===== config.mk =====
export PLATFORM = sky130hd
export DESIGN_NAME = chp_cell
export DESIGN_NICKNAME = d
export VERILOG_FILES = /design/src/chp_pkg.sv /design/src/chp_cell.sv
export SDC_FILE = /design/constraint.sdc
export NUM_CORES = 2
export LEC_CHECK = 0
export BUFFER_PORTS_ARGS = -buffer_cell sky130_fd_sc_hd__buf_2
export CAP_MARGIN = 40
export CORE_ASPECT_RATIO = 1.5
export CORE_UTILIZATION = 45
export CTS_CLUSTER_SIZE = 20
export DETAILED_ROUTE_END_ITERATION = 7
export PLACE_DENSITY = 0.66
export SETUP_SLACK_MARGIN = 0.2
export SYNTH_ARGS = -nofsm -noshare
export SYNTH_HDL_FRONTEND = slang
export SYNTH_SLANG_ARGS = --single-unit

===== constraint.sdc =====
create_clock -name clock -period 8.1 [get_ports clock]
set_input_delay 0.81 -clock clock [delete_from_list [all_inputs] [get_ports clock]]
set_output_delay 0.81 -clock clock [all_outputs]
set_load 0.05 [all_outputs]

===== src/chp_pkg.sv =====
// Package with shared constants and types of the convex hull block.
package chp_pkg;

   localparam int MAX_POINTS = 64;
   localparam int COORD_BITS = 16;
   localparam int IDX_W      = 6;
   localparam int CNT_W      = 7;
   localparam int REL_W      = COORD_BITS + 1;
   localparam int PROD_W     = 2 * REL_W;
   localparam int DIST_W     = PROD_W + 1;
   localparam int DIFF_W     = REL_W + 1;
   localparam int TURN_W     = 2 * DIFF_W;

   typedef struct packed {
      logic [IDX_W-1:0]        idx;
      logic signed [REL_W-1:0] dx;
      logic signed [REL_W-1:0] dy;
      logic [DIST_W-1:0]       dsq;
      logic                    cat;
   } key_type;

   typedef struct packed {
      logic clear;
      logic mul;
      logic ins;
      logic shift;
   } cell_ctl_type;

   typedef struct packed {
      logic [IDX_W-1:0]        idx;
      logic signed [REL_W-1:0] dx;
      logic signed [REL_W-1:0] dy;
   } stk_type;

   typedef struct packed {
      logic signed [COORD_BITS-1:0] x;
      logic signed [COORD_BITS-1:0] y;
   } pt_type;

endpackage


===== src/chp_cell.sv =====
// One cell of the angular sort chain: holds one point and compares it with the broadcast key.
module chp_cell (
   input  logic                  clock,
   input  logic                  reset,
   input  chp_pkg::cell_ctl_type ctl,
   input  chp_pkg::key_type      key,
   input  chp_pkg::key_type      prev_entry,
   input  logic                  prev_valid,
   input  logic                  prev_lt,
   input  chp_pkg::key_type      next_entry,
   input  logic                  next_valid,
   output chp_pkg::key_type      entry,
   output logic                  valid,
   output logic                  lt
);

   chp_pkg::key_type                     entry_ff, entry_in;
   logic                                 valid_ff, valid_in;
   logic signed [chp_pkg::PROD_W-1:0]    l_ff, r_ff;
   logic                                 prec;

   always_comb begin
      if (key.cat != entry_ff.cat) begin
         prec = !key.cat && entry_ff.cat;
      end else if (!key.cat && (l_ff != r_ff)) begin
         prec = l_ff > r_ff;
      end else begin
         prec = key.dsq < entry_ff.dsq;
      end
      lt = !valid_ff || prec;
   end

   always_comb begin
      entry_in = entry_ff;
      valid_in = valid_ff;
      if (ctl.clear) begin
         valid_in = 1'b0;
      end else if (ctl.ins) begin
         if (prev_lt) begin
            entry_in = prev_entry;
            valid_in = prev_valid;
         end else if (lt) begin
            entry_in = key;
            valid_in = 1'b1;
         end
      end else if (ctl.shift) begin
         entry_in = next_entry;
         valid_in = next_valid;
      end
   end

   always_ff @(posedge clock) begin
      if (reset) begin
         valid_ff <= 1'b0;
      end else begin
         valid_ff <= valid_in;
      end
      entry_ff <= entry_in;
      if (ctl.mul) begin
         l_ff <= key.dx * entry_ff.dy;
         r_ff <= key.dy * entry_ff.dx;
      end
   end

   assign entry = entry_ff;
   assign valid = valid_ff;

   property p_shift_keeps_order;
      @(posedge clock) disable iff (reset)
      (ctl.shift && !next_valid) |=> !valid_ff;
   endproperty
   a_shift_keeps_order: assert property (p_shift_keeps_order)
      else $error("cell valid after shifting in an empty neighbor");

   property p_insert_fills;
      @(posedge clock) disable iff (reset)
      (ctl.ins && !prev_lt && lt) |=> (valid_ff && entry_ff.idx == $past(key.idx));
   endproperty
   a_insert_fills: assert property (p_insert_fills)
      else $error("key not taken by the cell that should hold it");

   property p_clear;
      @(posedge clock) disable iff (reset)
      ctl.clear |=> !valid_ff;
   endproperty
   a_clear: assert property (p_clear)
      else $error("cell not cleared");

endmodule


==> results.cfg <==
[sta]
worstMarginPinSlew_ns = 0.973
slew_headroom_pct = 35.2
max_freq_mhz = 147
finalCritPeriodShare_pct = 84.3
skew_ns = 0.0208
slew_violations = 0
finalSetupViolCount = 0
finalCriticalPeriod_ns = 6.82
rsz0062_at_grt = false
hold_viol_final = 0
whs_ns = 0.485
tns_ns = 0

[clocking]
worstSkewPairLatency_ns = 0.49
root_buffer = clkbuf_16
htree_levels = 4
cts.clk_slew.worst_paths_ns = 0.07
post_cts_buffers = 0
clock-sinks = 145
numCtsBuffers = 17
tritoncts = yes
clk_path_buf_depth = 2
cts-hold-fix-buffers = 0
cts_resized = 0

[floorplan]
dieArea_um2 = 66600
rows = 114
initial_utilization_pct = 45.7
core-area_um2 = 64600
die-height_um = 316
die_w_um = 211
io_pins = 315

[logic_synthesis]
synth_area_leader_cell = fa_1
syn-num-nets = 4100
synth_cells = 3032
yosysUniqueCellTypes = 71
synth_seq_cells = 145
synthArstFlopShare_pct = 0
yosysSeqAreaShare_pct = 14.7
synth_ff_type = edfxtp_1
synth.top_cell.area_share_pct = 40.2
synthTopCellsByArea = fa_1 (40%), edfxtp_1 (15%), ha_1 (10%), inv_1 (9.2%), and2_1 (6.0%)
syn_area_um2 = 29500
postSynthAreaPerCell_um2 = 9.73
synth_edf_count = 144
ys_warn_count = 0

[drt]
firstDrtPassIters = 5
wl_per_cell_um = 19.5
drc = 0
num_vias = 21700
dr.first_iter.drc_count = 1089
viasPerCell = 5.19
antenna_left = 0
wirelength_um = 81600

[worst_setup_path]
slowest_delay_ns = 0.85
start_kind = flip-flop
worstReg2RegStart = entry[55]
cp-end-kind = flip-flop
critPathMostFrequentCell = fa_1
crit_required_ns = 8.32
critPathKind = flip-flop to flip-flop
crit_chain = nand2_1, fa_1, inv_1, fa_1, fa_1, fa_1, fa_1, fa_1, ha_1, a21oi_1, a21boi_0, a2111oi_2, o31ai_1, a21oi_1, xnor2_1
path_delay_family = adder cells
crit_slowest_cell = edfxtp_1
cp_max_fo = 18
path_buf_inv = 1
critical_path.startpoint = entry[55]
arrival_ns = 7.05

[finish]
nets = 4361
fillers = 6024
seq_area_um2 = 4340
area_growth_pct = 10.8
drive_gt1_share_pct = 12.3
multi_input_area_um2 = 22000

[flow_run]
cap_violations = 0

[global_route]
track_usage_pct = 25.6
grt_pass1_vias = 23400
grt_pass1_wl_um = 128000
antenna_found_initial = 12
grt_start_max_net_pins = 69
overflow = 0

[run_status]
outcome = finished, final reports clean

[placed_design]
gp_congestion = 0.914
hpwl_um = 66300
port_buffers = 314

[hold_path]
worstHoldStart = reset
hold_path_class = primary input to flip-flop
registers in the layout, summed over array words and instances, names as in the netlist:
signal  flops
r_ff       34
l_ff       34
valid       1
entry      76
worst paths after layout:
check,end,slack (ns),cells after the start
max,r_ff[33],1.28,15
min,valid,0.48,2
max reg2reg,r_ff[33],1.28,15
min reg2reg,valid,0.76,3
synthesized netlist by cell type, types with 5 or more instances:
| cell type | count |
|---|---|
| inv_1 | 723 |
| fa_1 | 592 |
| nand2_1 | 287 |
| and2_1 | 282 |
| ha_1 | 239 |
| edfxtp_1 | 144 |
| a21oi_1 | 140 |
| nor2_1 | 134 |
| clkbuf_1 | 97 |
| mux2i_1 | 77 |
| xnor2_1 | 61 |
| a21o_1 | 32 |
| o21ai_0 | 25 |
| nand3_1 | 22 |
| nand2b_1 | 19 |
| xor2_1 | 12 |
| nor3_1 | 11 |
| o21bai_1 | 11 |
| o21a_1 | 9 |
| nand4_1 | 8 |
| buf_1 | 7 |
| nor2b_1 | 7 |
| and3_1 | 6 |
| o2111ai_1 | 5 |
| o211ai_1 | 5 |
cells by family (layout without fill, tap and decap cells):
| kind of cell | after synthesis | after routing | synth area share (%) |
|---|---|---|---|
| flip-flops | 145 | 145 | 14.7 |
| XOR/XNOR | 73 | 73 | 2.17 |
| AO/OA/AOI/OAI | 285 | 285 | 6.40 |
| multiplexers | 78 | 78 | 2.65 |
| other | 0 | 4 | 0 |
| adder cells (fa/ha/maj) | 831 | 831 | 50.3 |
| AND/OR/NAND/NOR | 791 | 791 | 13.2 |
| buffers and inverters | 829 | 1103 | 10.6 |
layer usage:
metal	track usage, %	share of wire [%]	routed length, um
met1	31.0	38	30900
met4	7.97	3.2	2620
met3	7.00	8.7	7130
met5	0	0.13	108
met2	44.1	50	40800
worst register-to-register path, cell delays in order (launching register included):
cell and delay, ns:
edfxtp_1 0.85, nand2_1 0.29, fa_1 0.56, inv_1 0.14, fa_1 0.84, fa_1 0.52, fa_1 0.56, fa_1 0.42
fa_1 0.44, ha_1 0.35, a21oi_1 0.43, a21boi_0 0.26, a2111oi_2 0.50, o31ai_1 0.14, a21oi_1 0.18, xnor2_1 0.08
cells in the final DEF, fill, tap and decap left out, drive strengths merged, types with 7 or more instances in the layout:
cell    instances
o21a            9
nor2          134
nor3           11
mux2i          77
edfxtp        144
fa            592
xnor2          61
nand2b         19
a21oi         142
nor2b           7
o21bai         12
ha            239
nand4           9
clkbuf         18
a21o           33
o21ai          29
buf           347
nand3          22
nand2         287
and2          283
xor2           12
and3            8
inv           731
layout make-up:
class / count / share of cell area (%)
sequential: 145 / 13.3
clock inverter: 15 / 0.371
clock buffer: 17 / 1.30
antenna: 4 / 0.0306
tap: 870 / 3.33
timing repair buffer: 348 / 5.95
inverter: 723 / 8.30
multi-input combinational: 2058 / 67.4
metrics by stage:
step	instance area (um2)	setup WS [ns]	std cells	util [%]
final	32700	1.28	4180	50.6
after floorplan	29500	1.37	3032	-
after global routing	32700	1.01	4178	50.6
after detailed placement	32100	1.04	4143	49.7
after CTS	32700	1.27	4175	50.6
after global placement	32000	1.18	4136	49.5
Power is not shown: default switching activity piles up to over one toggle a cycle in this logic, so the estimate is an artifact.
